===== src/rtl/acss_pkg.sv =====
// Shared types, constants and the millivolt scaling function for the ADC
// channel scan sequencer. Depends on nothing; the interface and sequencer files import it.
`timescale 1ns / 1ps

package acss_pkg;

    // field widths
    localparam int MODE_W    = 2;
    localparam int SAMPLE_W  = 12;
    localparam int MV_W      = 12;
    localparam int CHAN_W    = 4;
    localparam int COUNT_W   = 5;
    localparam int ENABLE_W  = 16;
    localparam int POS_W     = 5;
    localparam int PROD_W    = SAMPLE_W + MV_W;
    localparam int CFG_IDX_W = 2;
    localparam int CFG_DAT_W = 16;

    // scaling constants: mv = floor(sample * 3300 / 4095)
    localparam logic [MV_W-1:0]     MV_FULL_SCALE   = 12'd3300;
    localparam logic [SAMPLE_W:0]   CODE_FULL_SCALE = 13'd4095;
    localparam logic [POS_W-1:0]    POS_MAX         = 5'd31;

    // configuration register indexes
    localparam logic [CFG_IDX_W-1:0] REG_CHANNEL_COUNT  = 2'd0;
    localparam logic [CFG_IDX_W-1:0] REG_CHANNEL_ENABLE = 2'd1;

    // item modes
    typedef enum logic [MODE_W-1:0] {
        MODE_TICK  = 2'd0,
        MODE_EOC   = 2'd1,
        MODE_READ  = 2'd2,
        MODE_START = 2'd3
    } mode_t;

    // sequencer states
    typedef enum logic [1:0] {
        S_IDLE,
        S_CALC,
        S_DONE
    } state_t;

    // one result beat
    typedef struct packed {
        logic              start_valid;
        logic [CHAN_W-1:0] start_channel;
        logic              sample_valid;
        logic [CHAN_W-1:0] sample_channel;
        logic [MV_W-1:0]   sample_mv;
        logic [MV_W-1:0]   read_mv;
        logic              ignored;
        logic              in_scan;
    } result_t;

    // floor(prod / 4095): prod = q*4096 + lo = q*4095 + (q + lo),
    // and q + lo stays below 2*4095, so one correction step suffices
    function automatic logic [MV_W-1:0] scale_div(input logic [PROD_W-1:0] prod);
        logic [MV_W-1:0]   q;
        logic [SAMPLE_W:0] r;
        q = prod[PROD_W-1:SAMPLE_W];
        r = {1'b0, prod[SAMPLE_W-1:0]} + {1'b0, q};
        return (r >= CODE_FULL_SCALE) ? q + 1'b1 : q;
    endfunction

endpackage


===== src/rtl/acss_if.sv =====
// Valid/ready channel interfaces for the ADC channel scan sequencer:
// item input, result output and configuration write. Uses acss_pkg.
`timescale 1ns / 1ps

interface acss_item_if import acss_pkg::*; ();
    logic                valid;
    logic                ready;
    logic [MODE_W-1:0]   mode;
    logic [SAMPLE_W-1:0] sample;
    logic [CHAN_W-1:0]   channel;

    modport source (output valid, output mode, output sample, output channel, input ready);
    modport sink   (input valid, input mode, input sample, input channel, output ready);
endinterface

interface acss_result_if import acss_pkg::*; ();
    logic              valid;
    logic              ready;
    logic              start_valid;
    logic [CHAN_W-1:0] start_channel;
    logic              sample_valid;
    logic [CHAN_W-1:0] sample_channel;
    logic [MV_W-1:0]   sample_mv;
    logic [MV_W-1:0]   read_mv;
    logic              ignored;
    logic              in_scan;

    modport source (
        output valid, output start_valid, output start_channel, output sample_valid,
        output sample_channel, output sample_mv, output read_mv, output ignored,
        output in_scan, input ready
    );
    modport sink (
        input valid, input start_valid, input start_channel, input sample_valid,
        input sample_channel, input sample_mv, input read_mv, input ignored,
        input in_scan, output ready
    );
endinterface

interface acss_cfg_if import acss_pkg::*; ();
    logic                 valid;
    logic                 ready;
    logic [CFG_IDX_W-1:0] index;
    logic [CFG_DAT_W-1:0] data;

    modport source (output valid, output index, output data, input ready);
    modport sink   (input valid, input index, input data, output ready);
endinterface


===== src/rtl/acss_ram.sv =====
// Generic simple dual-port RAM with one write port and a registered read port.
// Standalone; no package needed.
`timescale 1ns / 1ps

module acss_ram #(
    parameter int WIDTH = 12,
    parameter int DEPTH = 16
) (
    input  logic                                        clk,
    input  logic                                        we,
    input  logic [((DEPTH > 1) ? $clog2(DEPTH) : 1)-1:0] waddr,
    input  logic [WIDTH-1:0]                            wdata,
    input  logic                                        re,
    input  logic [((DEPTH > 1) ? $clog2(DEPTH) : 1)-1:0] raddr,
    output logic [WIDTH-1:0]                            rdata
);

    logic [WIDTH-1:0] mem [DEPTH];

    // write port
    always_ff @(posedge clk)
    begin
        if (we)
        begin
            mem[waddr] <= wdata;
        end
    end

    // registered read port
    always_ff @(posedge clk)
    begin
        if (re)
        begin
            rdata <= mem[raddr];
        end
    end

endmodule


===== src/rtl/adc_channel_scan_sequencer.sv =====
// ADC channel scan sequencer: a tick starts a scan at the lowest enabled
// channel below min(channel_count, NUM_CHANNELS, 16); each end of conversion
// scales the sample to millivolts (floor(sample*3300/4095)), stores it per
// channel and requests the next enabled channel until none is left. A single
// start converts one channel outside a scan; a read returns the stored value.
// One item is worked on at a time. The accepting cycle launches the millivolt
// table read. The next cycle registers the multiply and the channel search.
// The DONE state applies the scaling correction, writes the table back and
// loads the result register once the result side is free. Loading the result
// register frees the input side, so the next item is taken in the following
// cycle. A stalled result holds the block in its last step and blocks the
// input. The table comes up as zero through per-entry valid bits; no
// clearing pass is needed.
// Depends on acss_pkg, acss_if.sv and acss_ram.
`timescale 1ns / 1ps

module adc_channel_scan_sequencer import acss_pkg::*; #(
    parameter int NUM_CHANNELS = 16
) (
    input  logic              clk,
    input  logic              rst_n,
    acss_cfg_if.sink          cfg,
    acss_item_if.sink         item,
    acss_result_if.source     result
);

    localparam int AW      = (NUM_CHANNELS > 1) ? $clog2(NUM_CHANNELS) : 1;
    localparam int EW      = (AW > CHAN_W) ? AW : CHAN_W;
    localparam int LIM_CAP = (NUM_CHANNELS < ENABLE_W) ? NUM_CHANNELS : ENABLE_W;

    // control state
    state_t               state_reg, state_next;
    logic [COUNT_W-1:0]   count_reg;
    logic [ENABLE_W-1:0]  enable_reg;
    logic                 busy_reg, busy_next;
    logic                 scan_reg, scan_next;
    logic [POS_W-1:0]     pos_reg, pos_next;
    logic [CHAN_W-1:0]    cur_reg, cur_next;
    logic [NUM_CHANNELS-1:0] written_reg;
    logic                 out_valid_reg;

    // item payload and datapath registers
    mode_t                mode_reg;
    logic [SAMPLE_W-1:0]  sample_reg;
    logic [CHAN_W-1:0]    chan_reg;
    logic [PROD_W-1:0]    prod_reg;
    logic                 found_reg, found_next;
    logic [CHAN_W-1:0]    found_idx_reg, found_idx_next;
    result_t              out_reg, res_next;

    // control strobes
    logic                 accept;
    logic                 out_free;
    logic                 commit;

    // table port
    logic                 ram_we;
    logic [AW-1:0]        ram_waddr;
    logic [MV_W-1:0]      ram_wdata;
    logic [AW-1:0]        ram_raddr;
    logic [MV_W-1:0]      ram_rdata;

    // address and range helpers
    logic [EW-1:0]        in_chan_ext, chan_ext, cur_ext;
    logic [AW-1:0]        chan_addr, cur_addr;
    logic                 chan_in_range, cur_in_range;

    // search helpers
    logic [COUNT_W-1:0]   lim;
    logic [POS_W-1:0]     search_start;
    logic [MV_W-1:0]      mv;

    assign in_chan_ext   = EW'(item.channel);
    assign chan_ext      = EW'(chan_reg);
    assign cur_ext       = EW'(cur_reg);
    assign chan_addr     = chan_ext[AW-1:0];
    assign cur_addr      = cur_ext[AW-1:0];
    assign chan_in_range = int'(chan_reg) < NUM_CHANNELS;
    assign cur_in_range  = int'(cur_reg) < NUM_CHANNELS;
    assign ram_raddr     = in_chan_ext[AW-1:0];
    assign mv            = scale_div(prod_reg);

    // configuration writes, always taken
    assign cfg.ready = 1'b1;

    always_ff @(posedge clk or negedge rst_n)
    begin
        if (!rst_n)
        begin
            count_reg  <= '0;
            enable_reg <= '0;
        end
        else if (cfg.valid)
        begin
            unique case (cfg.index)
                REG_CHANNEL_COUNT:  count_reg  <= cfg.data[COUNT_W-1:0];
                REG_CHANNEL_ENABLE: enable_reg <= cfg.data[ENABLE_W-1:0];
                default: ;
            endcase
        end
    end

    // next state
    always_comb
    begin
        state_next = state_reg;
        unique case (state_reg)
            S_IDLE: if (item.valid) state_next = S_CALC;
            S_CALC: state_next = S_DONE;
            S_DONE: if (out_free) state_next = S_IDLE;
            default: state_next = S_IDLE;
        endcase
    end

    // state outputs
    always_comb
    begin
        item.ready = 1'b0;
        commit     = 1'b0;
        unique case (state_reg)
            S_IDLE: item.ready = 1'b1;
            S_CALC: ;
            S_DONE: commit = out_free;
            default: ;
        endcase
    end

    assign accept   = item.valid && item.ready;
    assign out_free = !out_valid_reg || result.ready;

    always_ff @(posedge clk or negedge rst_n)
    begin
        if (!rst_n)
        begin
            state_reg <= S_IDLE;
        end
        else
        begin
            state_reg <= state_next;
        end
    end

    // search limit: smallest of channel count, store depth and enable width
    always_comb
    begin
        if (int'(count_reg) > LIM_CAP)
        begin
            lim = COUNT_W'(LIM_CAP);
        end
        else
        begin
            lim = count_reg;
        end
    end

    // lowest enabled channel at or above the start position
    always_comb
    begin
        if (mode_reg == MODE_TICK)
        begin
            search_start = '0;
        end
        else if (pos_reg == POS_MAX)
        begin
            search_start = POS_MAX;
        end
        else
        begin
            search_start = pos_reg + 1'b1;
        end
        found_next     = 1'b0;
        found_idx_next = '0;
        for (int i = ENABLE_W - 1; i >= 0; i--)
        begin
            if (enable_reg[i] && (i >= int'(search_start)) && (i < int'(lim)))
            begin
                found_next     = 1'b1;
                found_idx_next = CHAN_W'(i);
            end
        end
    end

    // item capture, multiply and search registers
    always_ff @(posedge clk)
    begin
        if (accept)
        begin
            mode_reg   <= mode_t'(item.mode);
            sample_reg <= item.sample;
            chan_reg   <= item.channel;
        end
        if (state_reg == S_CALC)
        begin
            prod_reg      <= PROD_W'(sample_reg) * PROD_W'(MV_FULL_SCALE);
            found_reg     <= found_next;
            found_idx_reg <= found_idx_next;
        end
    end

    // commit: result and next sequencer state
    always_comb
    begin
        res_next  = '0;
        busy_next = busy_reg;
        scan_next = scan_reg;
        pos_next  = pos_reg;
        cur_next  = cur_reg;
        ram_we    = 1'b0;
        ram_waddr = cur_addr;
        ram_wdata = mv;
        unique case (mode_reg)
            MODE_TICK:
            begin
                if (!scan_reg && !busy_reg)
                begin
                    pos_next = '0;
                    if (found_reg)
                    begin
                        res_next.start_valid   = 1'b1;
                        res_next.start_channel = found_idx_reg;
                        busy_next              = 1'b1;
                        cur_next               = found_idx_reg;
                        scan_next              = 1'b1;
                        pos_next               = POS_W'(found_idx_reg);
                    end
                end
            end
            MODE_EOC:
            begin
                if (!busy_reg)
                begin
                    res_next.ignored = 1'b1;
                end
                else
                begin
                    ram_we                  = commit && cur_in_range;
                    res_next.sample_valid   = 1'b1;
                    res_next.sample_channel = cur_reg;
                    res_next.sample_mv      = mv;
                    busy_next               = 1'b0;
                    if (scan_reg)
                    begin
                        if (found_reg)
                        begin
                            res_next.start_valid   = 1'b1;
                            res_next.start_channel = found_idx_reg;
                            busy_next              = 1'b1;
                            cur_next               = found_idx_reg;
                            pos_next               = POS_W'(found_idx_reg);
                        end
                        else
                        begin
                            scan_next = 1'b0;
                        end
                    end
                end
            end
            MODE_READ:
            begin
                if (chan_in_range && written_reg[chan_addr])
                begin
                    res_next.read_mv = ram_rdata;
                end
            end
            MODE_START:
            begin
                if (busy_reg)
                begin
                    res_next.ignored = 1'b1;
                end
                else
                begin
                    res_next.start_valid   = 1'b1;
                    res_next.start_channel = chan_reg;
                    busy_next              = 1'b1;
                    cur_next               = chan_reg;
                end
            end
            default: ;
        endcase
        res_next.in_scan = scan_next;
    end

    // sequencer state and written flags
    always_ff @(posedge clk or negedge rst_n)
    begin
        if (!rst_n)
        begin
            busy_reg    <= 1'b0;
            scan_reg    <= 1'b0;
            pos_reg     <= '0;
            cur_reg     <= '0;
            written_reg <= '0;
        end
        else if (commit)
        begin
            busy_reg <= busy_next;
            scan_reg <= scan_next;
            pos_reg  <= pos_next;
            cur_reg  <= cur_next;
            if (ram_we)
            begin
                written_reg[cur_addr] <= 1'b1;
            end
        end
    end

    // millivolt table, read on acceptance
    acss_ram #(
        .WIDTH (MV_W),
        .DEPTH (NUM_CHANNELS)
    ) u_mv_ram (
        .clk   (clk),
        .we    (ram_we),
        .waddr (ram_waddr),
        .wdata (ram_wdata),
        .re    (accept),
        .raddr (ram_raddr),
        .rdata (ram_rdata)
    );

    // output register
    always_ff @(posedge clk or negedge rst_n)
    begin
        if (!rst_n)
        begin
            out_valid_reg <= 1'b0;
        end
        else if (commit)
        begin
            out_valid_reg <= 1'b1;
        end
        else if (result.ready)
        begin
            out_valid_reg <= 1'b0;
        end
    end

    always_ff @(posedge clk)
    begin
        if (commit)
        begin
            out_reg <= res_next;
        end
    end

    // result beat
    assign result.valid          = out_valid_reg;
    assign result.start_valid    = out_reg.start_valid;
    assign result.start_channel  = out_reg.start_channel;
    assign result.sample_valid   = out_reg.sample_valid;
    assign result.sample_channel = out_reg.sample_channel;
    assign result.sample_mv      = out_reg.sample_mv;
    assign result.read_mv        = out_reg.read_mv;
    assign result.ignored        = out_reg.ignored;
    assign result.in_scan        = out_reg.in_scan;

endmodule

===== src/flat_wrapper.sv =====
// flat-port wrapper written by rule: the top's interface ports become plain ports
module adc_channel_scan_sequencer_flat import acss_pkg::*;
#(
    parameter int NUM_CHANNELS = 16
)
  (clk, rst_n, cfg_valid, cfg_index, cfg_data, cfg_ready, item_valid, item_mode, item_sample, item_channel, item_ready, result_valid, result_start_valid, result_start_channel, result_sample_valid, result_sample_channel, result_sample_mv, result_read_mv, result_ignored, result_in_scan, result_ready);
  acss_cfg_if cfg_i ();
  acss_item_if item_i ();
  acss_result_if result_i ();
  input  logic clk;
  input  logic rst_n;
  input wire logic [$bits(cfg_i.valid)-1:0] cfg_valid;
  input wire logic [$bits(cfg_i.index)-1:0] cfg_index;
  input wire logic [$bits(cfg_i.data)-1:0] cfg_data;
  output wire logic [$bits(cfg_i.ready)-1:0] cfg_ready;
  input wire logic [$bits(item_i.valid)-1:0] item_valid;
  input wire logic [$bits(item_i.mode)-1:0] item_mode;
  input wire logic [$bits(item_i.sample)-1:0] item_sample;
  input wire logic [$bits(item_i.channel)-1:0] item_channel;
  output wire logic [$bits(item_i.ready)-1:0] item_ready;
  output wire logic [$bits(result_i.valid)-1:0] result_valid;
  output wire logic [$bits(result_i.start_valid)-1:0] result_start_valid;
  output wire logic [$bits(result_i.start_channel)-1:0] result_start_channel;
  output wire logic [$bits(result_i.sample_valid)-1:0] result_sample_valid;
  output wire logic [$bits(result_i.sample_channel)-1:0] result_sample_channel;
  output wire logic [$bits(result_i.sample_mv)-1:0] result_sample_mv;
  output wire logic [$bits(result_i.read_mv)-1:0] result_read_mv;
  output wire logic [$bits(result_i.ignored)-1:0] result_ignored;
  output wire logic [$bits(result_i.in_scan)-1:0] result_in_scan;
  input wire logic [$bits(result_i.ready)-1:0] result_ready;
  assign cfg_i.valid = cfg_valid;
  assign cfg_i.index = cfg_index;
  assign cfg_i.data = cfg_data;
  assign cfg_ready = cfg_i.ready;
  assign item_i.valid = item_valid;
  assign item_i.mode = item_mode;
  assign item_i.sample = item_sample;
  assign item_i.channel = item_channel;
  assign item_ready = item_i.ready;
  assign result_valid = result_i.valid;
  assign result_start_valid = result_i.start_valid;
  assign result_start_channel = result_i.start_channel;
  assign result_sample_valid = result_i.sample_valid;
  assign result_sample_channel = result_i.sample_channel;
  assign result_sample_mv = result_i.sample_mv;
  assign result_read_mv = result_i.read_mv;
  assign result_ignored = result_i.ignored;
  assign result_in_scan = result_i.in_scan;
  assign result_i.ready = result_ready;
  adc_channel_scan_sequencer #(.NUM_CHANNELS(NUM_CHANNELS)) u_core (.clk(clk), .rst_n(rst_n), .cfg(cfg_i), .item(item_i), .result(result_i));
endmodule

===== config.mk =====
export PLATFORM = sky130hd
export DESIGN_NAME = adc_channel_scan_sequencer_flat
export DESIGN_NICKNAME = d
export VERILOG_FILES = /design/src/rtl/acss_pkg.sv /design/src/rtl/acss_if.sv /design/src/rtl/acss_ram.sv /design/src/rtl/adc_channel_scan_sequencer.sv /design/src/flat_wrapper.sv
export SDC_FILE = /design/constraint.sdc
export NUM_CORES = 1
export LEC_CHECK = 0
export BUFFER_PORTS_ARGS = -buffer_cell sky130_fd_sc_hd__buf_2
export CORE_MARGIN = 5
export CORE_UTILIZATION = 25
export DETAILED_ROUTE_END_ITERATION = 12
export SETUP_SLACK_MARGIN = 0.05
export SKIP_LAST_GASP = 1
export SYNTH_ARGS = -nofsm -noshare
export SYNTH_HDL_FRONTEND = slang
export SYNTH_HIERARCHICAL = 1
export SYNTH_SLANG_ARGS = --single-unit

===== constraint.sdc =====
create_clock -name clk -period 5.1 [get_ports clk]
set_clock_uncertainty 0.05 [all_clocks]
set_input_delay 1.275 -clock clk [delete_from_list [all_inputs] [get_ports clk]]
set_output_delay 1.275 -clock clk [all_outputs]
set_load 0.03 [all_outputs]

; Word-level counts from Yosys, hierarchy flattened
; Memory sizes are Yosys's and may differ from the RTL's. A register that Yosys moved wholly into a read port is not among the register bits.
; Cells that the tools add are included.
[classes]
add_sub_neg = 3
multipliers = 1
magnitude_cmp = 37
n_eq_ne = 15
muxes = 66
n_bitwise = 1
reduce_logical = 58
[ops]
columns = operator, n
row1 = $mux 4, 14
row2 = $mux 5, 11
row3 = $ge 4x5->1 const A, 8
row4 = $lt 4x5->1 const A, 8
row5 = $logic_and 1x1->1, 35
row6 = $mul 12x10->22 const B, 1
row7 = $mux 1, 22
row8 = $mux 22, 1
row9 = $ge 3x5->1 const A, 4
row10 = $lt 3x5->1 const A, 4
row11 = $or 16x16->16, 1
row12 = $pmux 5 s3, 1
row13 = $reduce_or 15->1, 1
row14 = $add 12x12->13, 1
row15 = $ge 13x12->1 const B, 1
row16 = $add 12x1->12 const B, 1
row17 = $mux 12, 1
row18 = $mux 3, 4
row19 = $pmux 4 s3, 1
row20 = $reduce_and 2->1, 6
row21 = $reduce_and 6->1, 2
row22 = $ge 1x5->1 const A, 2
row23 = $ge 2x5->1 const A, 2
row24 = $lt 1x5->1 const A, 2
row25 = 26 further kinds, 47
[word_totals]
ff_bits = 132
ramBits = 192
in_bits = 41
elab_cells = 208
memories = 1
[mem_list]
columns = name, depth, width, read_ports, rd_clocked_by_memory_dff, write_ports, line
row1 = u_core.u_mv_ram.mem, 16, 12, 1, 1, 1, acss_ram.sv:18  ; logic [WIDTH-1:0] mem [DEPTH];

; Longest topological paths before layout
; Gate-level depths: netlist of run 1.
[depth]
ltp_word = 21
mapped_depth = 14

; Hierarchy
; Netlist of run 1, hierarchy kept.
[by_module_without_submodules]
columns = module, n_inst, cells_per_inst, area_per_inst_um2, seq_area_each_um2
row1 = adc_channel_scan_sequencer, 1, 769, 8664.6, 3683.5
row2 = acss_ram, 1, 329, 7719.9, 6125.9

; Worst setup path before layout of run 1
; Ideal clock, no wire load.
[synth_timing]
kind = register -> register
startpoint = register u_core.sample_reg[5]
endpoint = register u_core.prod_reg[21], data pin
setup_time_ps = 262
arrival_time_ps = 4317
required_time_ps = 4788
path_slack_ps = 472
path_stages_with_launch = 15
n_path_buf = 0
period_less_slack_ps = 4628
path_cell_list = edfxtp_1 ha_1 inv_1 fa_1 fa_1 inv_1 fa_1 fa_1 ha_1 o21ai_0 a211oi_1 a2111o_1 a21oi_1 o31ai_1 xnor2_1
[synth_between]
elab_chain_len = 1
[synth_lines]
columns = element, line
row1 = "start, declared", adc_channel_scan_sequencer.sv:44  ; logic [SAMPLE_W-1:0] sample_reg;
row2 = "start signal, assigned", adc_channel_scan_sequencer.sv:189  ; sample_reg <= item.sample;
row3 = $mul 12x10->22, adc_channel_scan_sequencer.sv:194  ; prod_reg <= PROD_W'(sample_reg) * PROD_W'(MV_FULL_SCALE);
row4 = "end signal, assigned", adc_channel_scan_sequencer.sv:194
row5 = "end, declared", adc_channel_scan_sequencer.sv:46  ; logic [PROD_W-1:0] prod_reg;
; No other way between the ends.
; A chain may end at the register's enable or synchronous reset.

; Final worst setup path of run 1
; Same ends and word-level chain as after synthesis.

==> out/metrics.csv, run 1 <==
stage,metric,value,unit
outcome,status,"finished, final reports clean",
clock_network,clk_pin_slew,60,ps
worst_setup_path,critPathTopFamily,adder cells,
place,post_dp_cell_area,17800,um2
finish,diodes,0,
detailed_routing,drt-initial-drc-count,656,
power_and_ir_drop,p_switching,0.00434,W
finish,finalNetCount,1356,
clock_network,cts_tree,built,
detailed_routing,drt-total-wl,35.8,mm
detailed_routing,wl_met1,16.0,mm
job,drv_cap,0,
timing,period_needed,4840,ps
yosys,avgSynthCellArea,14.9,um2
timing,setup_viol,0,
yosys,yosys_warnings,6,
worst_setup_path,cp_slowest_cell,fa_1,
worst_setup_path,critPathBufInv,2,
clock_network,clockRootBuffer,clkbuf_16,
die,die_area,70800,um2
worst_setup_path,startpoint_type,register,
power_and_ir_drop,combPwrFrac,41.0,%
die,ioPinCount,80,
power_and_ir_drop,swShare,37.4,%
yosys,synth_nets,1254,
finish,area_growth,16.4,%
finish,largest_reg_flops,192,
worst_setup_path,worstSetupStartpoint,u_core/sample_reg[5],
grt,grt_max_degree,51,
clock_network,cts_buffer_depth,3,
power_and_ir_drop,p_leak,7.14,nW
yosys,synth_seq_area_share,59.9,%
grt,grt_pass1_vias,9708,
detailed_routing,wl_met2,17.3,mm
detailed_routing,highest_layer,met4,
grt,antenna_found_initial,2,
clock_network,insertion_delay,560,ps
timing,timing.setup.tns,0,ps
place,place_ws,93.2,ps
power_and_ir_drop,power.internal,0.00727,W
place,portBuffers,78,
yosys,synth-seq-cells,335,
die,start_util,25.3,%
worst_setup_path,criticalPathCategory,reg -> reg,
grt,grt_usage,9.95,%
timing,rsz0062_at_grt,true,
detailed_routing,via_per_inst,4.56,
worst_setup_path,cp.required,5360,ps
clock_network,numCtsBuffers,37,
worst_setup_path,arrival,5100,ps
worst_setup_path,crit_chain,ha_1 -> inv_1 -> fa_1 -> fa_1 -> inv_1 -> fa_1 -> fa_1 -> ha_1 -> o21ai_1 -> a211oi_2 -> a2111o_1 -> a21oi_2 -> o31ai_1 -> xnor2_1,
yosys,async_flop_share,14.9,%
die,fp.coreArea,64700,um2
power_and_ir_drop,seq_power_share,36.1,%
yosys,synth_ff_type,edfxtp_1,
clock_network,cts.sinks,335,
timing,final-hold-violation-count,0,
hold_path,hold_path_startpoint,u_core/written_reg[10],
yosys,synth_area,16400,um2
power_and_ir_drop,clockPowerShare,22.8,%
detailed_routing,drt_pre_antenna_iters,6,
detailed_routing,wire_per_inst,17.2,um
worst_setup_path,crit_fanout,4,
timing,fmaxAchievable,0.207,GHz
finish,design_area,19100,um2
power_and_ir_drop,peakVddDrop,0.442,mV
finish,final_cells,2084,
place,dp.cells,2016,
clock_network,cts_max_level,2,
yosys,yosys.area.top_type,edfxtp_1,
yosys,synthDistinctLibCells,78,
worst_setup_path,path_common_cell,fa_1,
grt,grt_pass1_wl,56.3,mm
timing,final.period_utilization,94.9,%
detailed_routing,final_antenna_net_count,0,
place,gp_congestion,0.826,
detailed_routing,met3_length,1.79,mm
timing,tightest_slew,1180,ps
die,rows,93,
timing,slew_viol_final,0,
power_and_ir_drop,powerDensity,609,nW/um2
worst_setup_path,worstReg2RegStart,u_core/sample_reg[5],
yosys,syn_inst,1098,
timing,max_slew_margin,21.2,%
die,die_x,266,um
die,chipHeight,266,um
yosys,synth_top_area_share,52.2,%
hold_path,hold_path.class,reg -> reg,
place,hpwlAfterDp,25.0,mm
yosys,synth_edf_count,285,
clock_network,post_cts_buffers,0,
timing,setup_ws,261,ps
finish,layout-drive-gt1-share,19.4,%
grt,overflow,0,
yosys,synth_area_leaders,"edfxtp_1 (52%), dfrtp_1 (7.6%), ha_1 (6.3%)",
worst_setup_path,cpPeakStageDelay,550,ps
detailed_routing,drc,0,
finish,fin_util,29.5,%
detailed_routing,num_vias,9509,
worst_setup_path,setup.worst_path.end_class,register,
[power by group through the flow]
stage	clock [W]	combinational (W)	sequential [W]
2_1_floorplan	0	0.00351	0.00415
3_3_place_gp	0	0.00450	0.00424
3_5_place_dp	0	0.00465	0.00425
4_1_cts	0.00274	0.00469	0.00419
5_1_grt	0.00286	0.00538	0.00423
6_report	0.00265	0.00476	0.00419
[through the flow]
stage	hold slack [ps]	power, W
floorplan	373	0.00766
global placement	384	0.00874
detailed placement	392	0.00890
CTS	405	0.0116
global route	424	0.0125
finish	402	0.0116
[layout make-up]
type	instances	area [um2]
clock buffers	46	980
clock inverters	22	240
fillers	6505	45600
inverters	80	300
multi-input cells	644	6090
flip-flops and latches	335	9810
well taps	855	1070
repair buffers	102	583
[per-layer routing]
layer  track usage [%]  vias up
li1                  -     4419
met1              13.5     4795
met2              16.5      247
met3              2.02       48
met4              2.42        0
met5                 0        -
[repair_timing]
action                                  4_1_cts  5_1_grt
hold buffers                                  0        0
resized for setup                             0        6
endpoints found under the setup margin        0        6
[final timing paths]
check / slack [ps] / to / cells past startpoint
max reg2reg: 260 / u_core/prod_reg[21] / 14
max: 260 / u_core/prod_reg[21] / 14
min reg2reg: 400 / u_core/written_reg[10] / 1
max in group asynchronous: 3770 / u_core/written_reg[5] / 2
min in group asynchronous: 780 / u_core/enable_reg[9] / 2
min: 400 / u_core/written_reg[10] / 1
[logic make-up after synthesis]
family,synth area share [%]
multiplexers,9.51
flip-flops,59.9
AND/OR/NAND/NOR,7.14
adder cells (fa/ha/maj),10.2
XOR/XNOR,1.60
other,0.0229
AO/OA/AOI/OAI,8.48
buffers and inverters,3.12
[placed cells by master (no fill, tap or decap), types with 10 or more instances in the layout]
cell type and n:
edfxtp_1 285, ha_1 83, buf_2 78, inv_1 78
nand2_1 60, dfrtp_1 50, nor2_1 39, mux4_2 38
clkbuf_16 37, fa_1 32, a21oi_1 30, o21ai_0 29
and2_1 27, a22oi_1 24, buf_4 23, mux2_2 22
xnor2_1 19, nand3_1 16, mux4_1 15, nand2b_1 14
a21o_1 14, xor2_1 11, o31ai_1 10, o21bai_1 10
[Yosys cell counts, types with 6 or more instances]
cell type,number
nand3_1,16
a21o_1,14
o211ai_1,6
a22oi_1,24
edfxtp_1,285
xor2_1,11
dfrtp_1,50
o21bai_1,10
a21oi_1,31
nand2_1,60
nor2_1,39
mux4_1,15
mux4_2,38
o21a_1,7
a211oi_1,10
nor2b_1,10
ha_1,83
xnor2_1,19
clkbuf_1,22
buf_2,11
or3_1,7
and2_1,28
fa_1,32
mux2i_1,6
o31ai_1,10
a22o_1,7
inv_1,79
o21ai_0,31
mux2_2,22
nor3_1,7
nand2b_1,14
nand4_1,7
(Power assumes the default switching activity.)
==> inputs of run 2 (changes only) <==
BUFFER_PORTS_ARGS = not set   (was -buffer_cell sky130_fd_sc_hd__buf_2)
CELL_PAD_IN_SITES_DETAIL_PLACEMENT = 1   (was not set)
CELL_PAD_IN_SITES_GLOBAL_PLACEMENT = 1   (was not set)
DONT_BUFFER_PORTS = 1   (was not set)
PLACE_DENSITY_LB_ADDON = 0.1   (was not set)
==> out/metrics.csv, run 2 (synthesized netlist as in run 1, its figures left out) <==
stage,metric,value,unit,change
clock_network,cts_max_level,2,,unchanged
grt,grt_pass1_wl,65.6,mm,+16%
die,fp.coreArea,64700,um2,unchanged
worst_setup_path,critPathTopFamily,adder cells,,
die,rows,93,,unchanged
timing,final.period_utilization,94.6,%,-0.24 points
die,ioPinCount,80,,unchanged
grt,overflow,0,,unchanged
detailed_routing,drt-total-wl,42.8,mm,+20%
finish,final_common_cell,edfxtp_1,,
finish,largest_reg_flops,192,,unchanged
timing,setup_viol,0,,unchanged
clock_network,hold_buffers,0,,unchanged
job,drv_cap,0,,unchanged
clock_network,clk_pin_slew,60,ps,about the same
finish,fin_util,29.2,%,-0.29 points
detailed_routing,via_per_inst,4.51,,-1.2%
timing,timing.setup.tns,0,ps,unchanged
timing,max_slew_margin,21.1,%,-0.095 points
power_and_ir_drop,p_leak,6.91,nW,-3.1%
detailed_routing,num_vias,9117,,-4.1%
grt,grt_max_degree,51,,unchanged
timing,rsz0062_at_grt,true,,
grt,antenna_found_initial,1,,-1
worst_setup_path,crit_fanout,5,,+1
finish,diodes,0,,unchanged
timing,period_needed,4830,ps,-12.4 ps
worst_setup_path,startpoint_type,register,,
detailed_routing,drt-initial-drc-count,349,,-47%
timing,fmaxAchievable,0.207,GHz,+0.26%
detailed_routing,wl_met1,19.4,mm,+21%
clock_network,cts_tree,built,,
detailed_routing,drt_pre_antenna_iters,4,,-2
finish,finalNetCount,1290,,-4.9%
clock_network,cts_buffer_depth,3,,unchanged
worst_setup_path,path_common_cell,fa_1,,
power_and_ir_drop,peakVddDrop,0.305,mV,-31%
finish,final_cell_mix,"edfxtp_1 (285), ha_1 (83), inv_1 (78)",,
worst_setup_path,arrival,5070,ps,-30 ps
detailed_routing,drc,0,,unchanged
worst_setup_path,cpPeakStageDelay,510,ps,-40 ps
detailed_routing,final_antenna_net_count,0,,unchanged
worst_setup_path,cp_slowest_cell,fa_1,,
clock_network,insertion_delay,580,ps,+20 ps
timing,slew_viol_final,0,,unchanged
timing,tightest_slew,1180,ps,+1.42 ps
grt,grt_usage,12.1,%,+2.1 points
outcome,status,"finished, final reports clean",,
place,gp_congestion,0.744,,-9.9%
finish,area_growth,15.2,%,
die,chipHeight,266,um,unchanged
hold_path,hold_path.class,in -> async,,
clock_network,numCtsBuffers,42,,+14%
worst_setup_path,r2r-end,u_core/prod_reg[22],,
place,hpwlAfterDp,30.0,mm,+20%
worst_setup_path,criticalPathCategory,reg -> reg,,
detailed_routing,wire_per_inst,21.2,um,+23%
clock_network,clockRootBuffer,clkbuf_16,,
power_and_ir_drop,powerDensity,636,nW/um2,+4.5%
worst_setup_path,setup.worst_path.end_class,register,,
worst_setup_path,critPathBufInv,2,,unchanged
timing,final-hold-violation-count,0,,unchanged
die,start_util,25.3,%,unchanged
grt,grt_pass1_vias,10100,,+4.1%
die,die_area,70800,um2,unchanged
place,portBuffers,0,,-100%
detailed_routing,met3_length,1.33,mm,-26%
die,die_x,266,um,unchanged
worst_setup_path,reg2reg_depth,14,,unchanged
worst_setup_path,reg2reg_slack,270,ps,about the same
worst_setup_path,cp.required,5350,ps,about the same
finish,layout-drive-gt1-share,15.0,%,-4.5 points
detailed_routing,highest_layer,met4,,
worst_setup_path,worstReg2RegStart,u_core/sample_reg[3],,
clock_network,cts.sinks,335,,unchanged
worst_setup_path,crit_chain,ha_1 -> inv_1 -> fa_1 -> inv_1 -> fa_1 -> fa_1 -> fa_1 -> ha_1 -> a21o_1 -> a21o_1 -> a221oi_2 -> o31ai_1 -> a211oi_1 -> xnor2_1,,
detailed_routing,wl_met2,21.2,mm,+22%
-- run 2: changes by cell type in the layout (fill, tap and decap cells not counted), sizes merged --
cell / before / now
clkbuf: 46 / 52
clkinvlp: 2 / 3
inv: 82 / 83
buf: 102 / 31
clkinv: 15 / 16
-- run 2: per-stage QoR --
| stage | cell area (um2) | instances | power, W | hold slack [ps] | setup WS, ps |
|---|---|---|---|---|---|
| after global routing | 18900 | 2022 | 0.0130 | 306 | 34.8 |
| after CTS | 18900 | 2021 | 0.0122 | 284 | 79.5 |
| after global placement | 17500 | 1944 | 0.00909 | 384 | 104 |
| after floorplan | 16400 | 1098 | 0.00766 | 373 | 472 |
| final | 18900 | 2022 | 0.0120 | 346 | 274 |
| after detailed placement | 17500 | 1944 | 0.00909 | 393 | 67.5 |
-- run 2: area by class of cell --
class / count / area, um2
Clock buffer: 52 / 1090
Clock inverter: 25 / 259
Fill cell: 6903 / 45800
Inverter: 80 / 300
Multi-Input combinational cell: 644 / 6120
Sequential cell: 335 / 9810
Tap cell: 855 / 1070
Timing Repair Buffer: 31 / 233
-- run 2: power breakdown --
part	switching (W)	leakage (nW)	total, W	internal [W]
Clock	0.00122	0.646	0.00292	0.00169
Combinational	0.00284	3.05	0.00475	0.00192
Sequential	0.000494	3.22	0.00434	0.00384
-- run 2: worst max-delay path by stage --
stage | cells past startpoint | slack [ps] | endpoint | start
after floorplan | 14 | 470 | u_core/prod_reg[21] | u_core/sample_reg[5]
after global placement | 14 | 100 | u_core/prod_reg[21] | u_core/sample_reg[5]
after detailed placement | 14 | 70 | u_core/prod_reg[21] | u_core/sample_reg[5]
after CTS | 14 | 80 | u_core/prod_reg[21] | u_core/sample_reg[2]
after global routing | 14 | 30 | u_core/prod_reg[22] | u_core/sample_reg[5]
final | 14 | 270 | u_core/prod_reg[22] | u_core/sample_reg[3]
-- run 2: worst reg2reg max path, stage by stage, from the launching register on --
cell,delay [ps]
edfxtp_1,460
ha_1,350
inv_1,70
fa_1,500
inv_1,50
fa_1,500
fa_1,510
fa_1,420
ha_1,360
a21o_1,220
a21o_1,200
a221oi_2,340
o31ai_1,120
a211oi_1,290
xnor2_1,100
-- run 2: timing repair --
| item | 4_1_cts | 5_1_grt |
|---|---|---|
| pin swaps | 0 | 1 |
| endpoints found under the setup margin | 3 | 6 |
| resized for setup | 1 | 6 |
| setup buffers | 0 | 1 |
-- run 2: routing by layer --
metal	global-route usage (%)	vias up
met1	15.8	4665
li1	-	4292
met5	0	-
met4	3.35	0
met2	20.7	106
met3	2.05	54
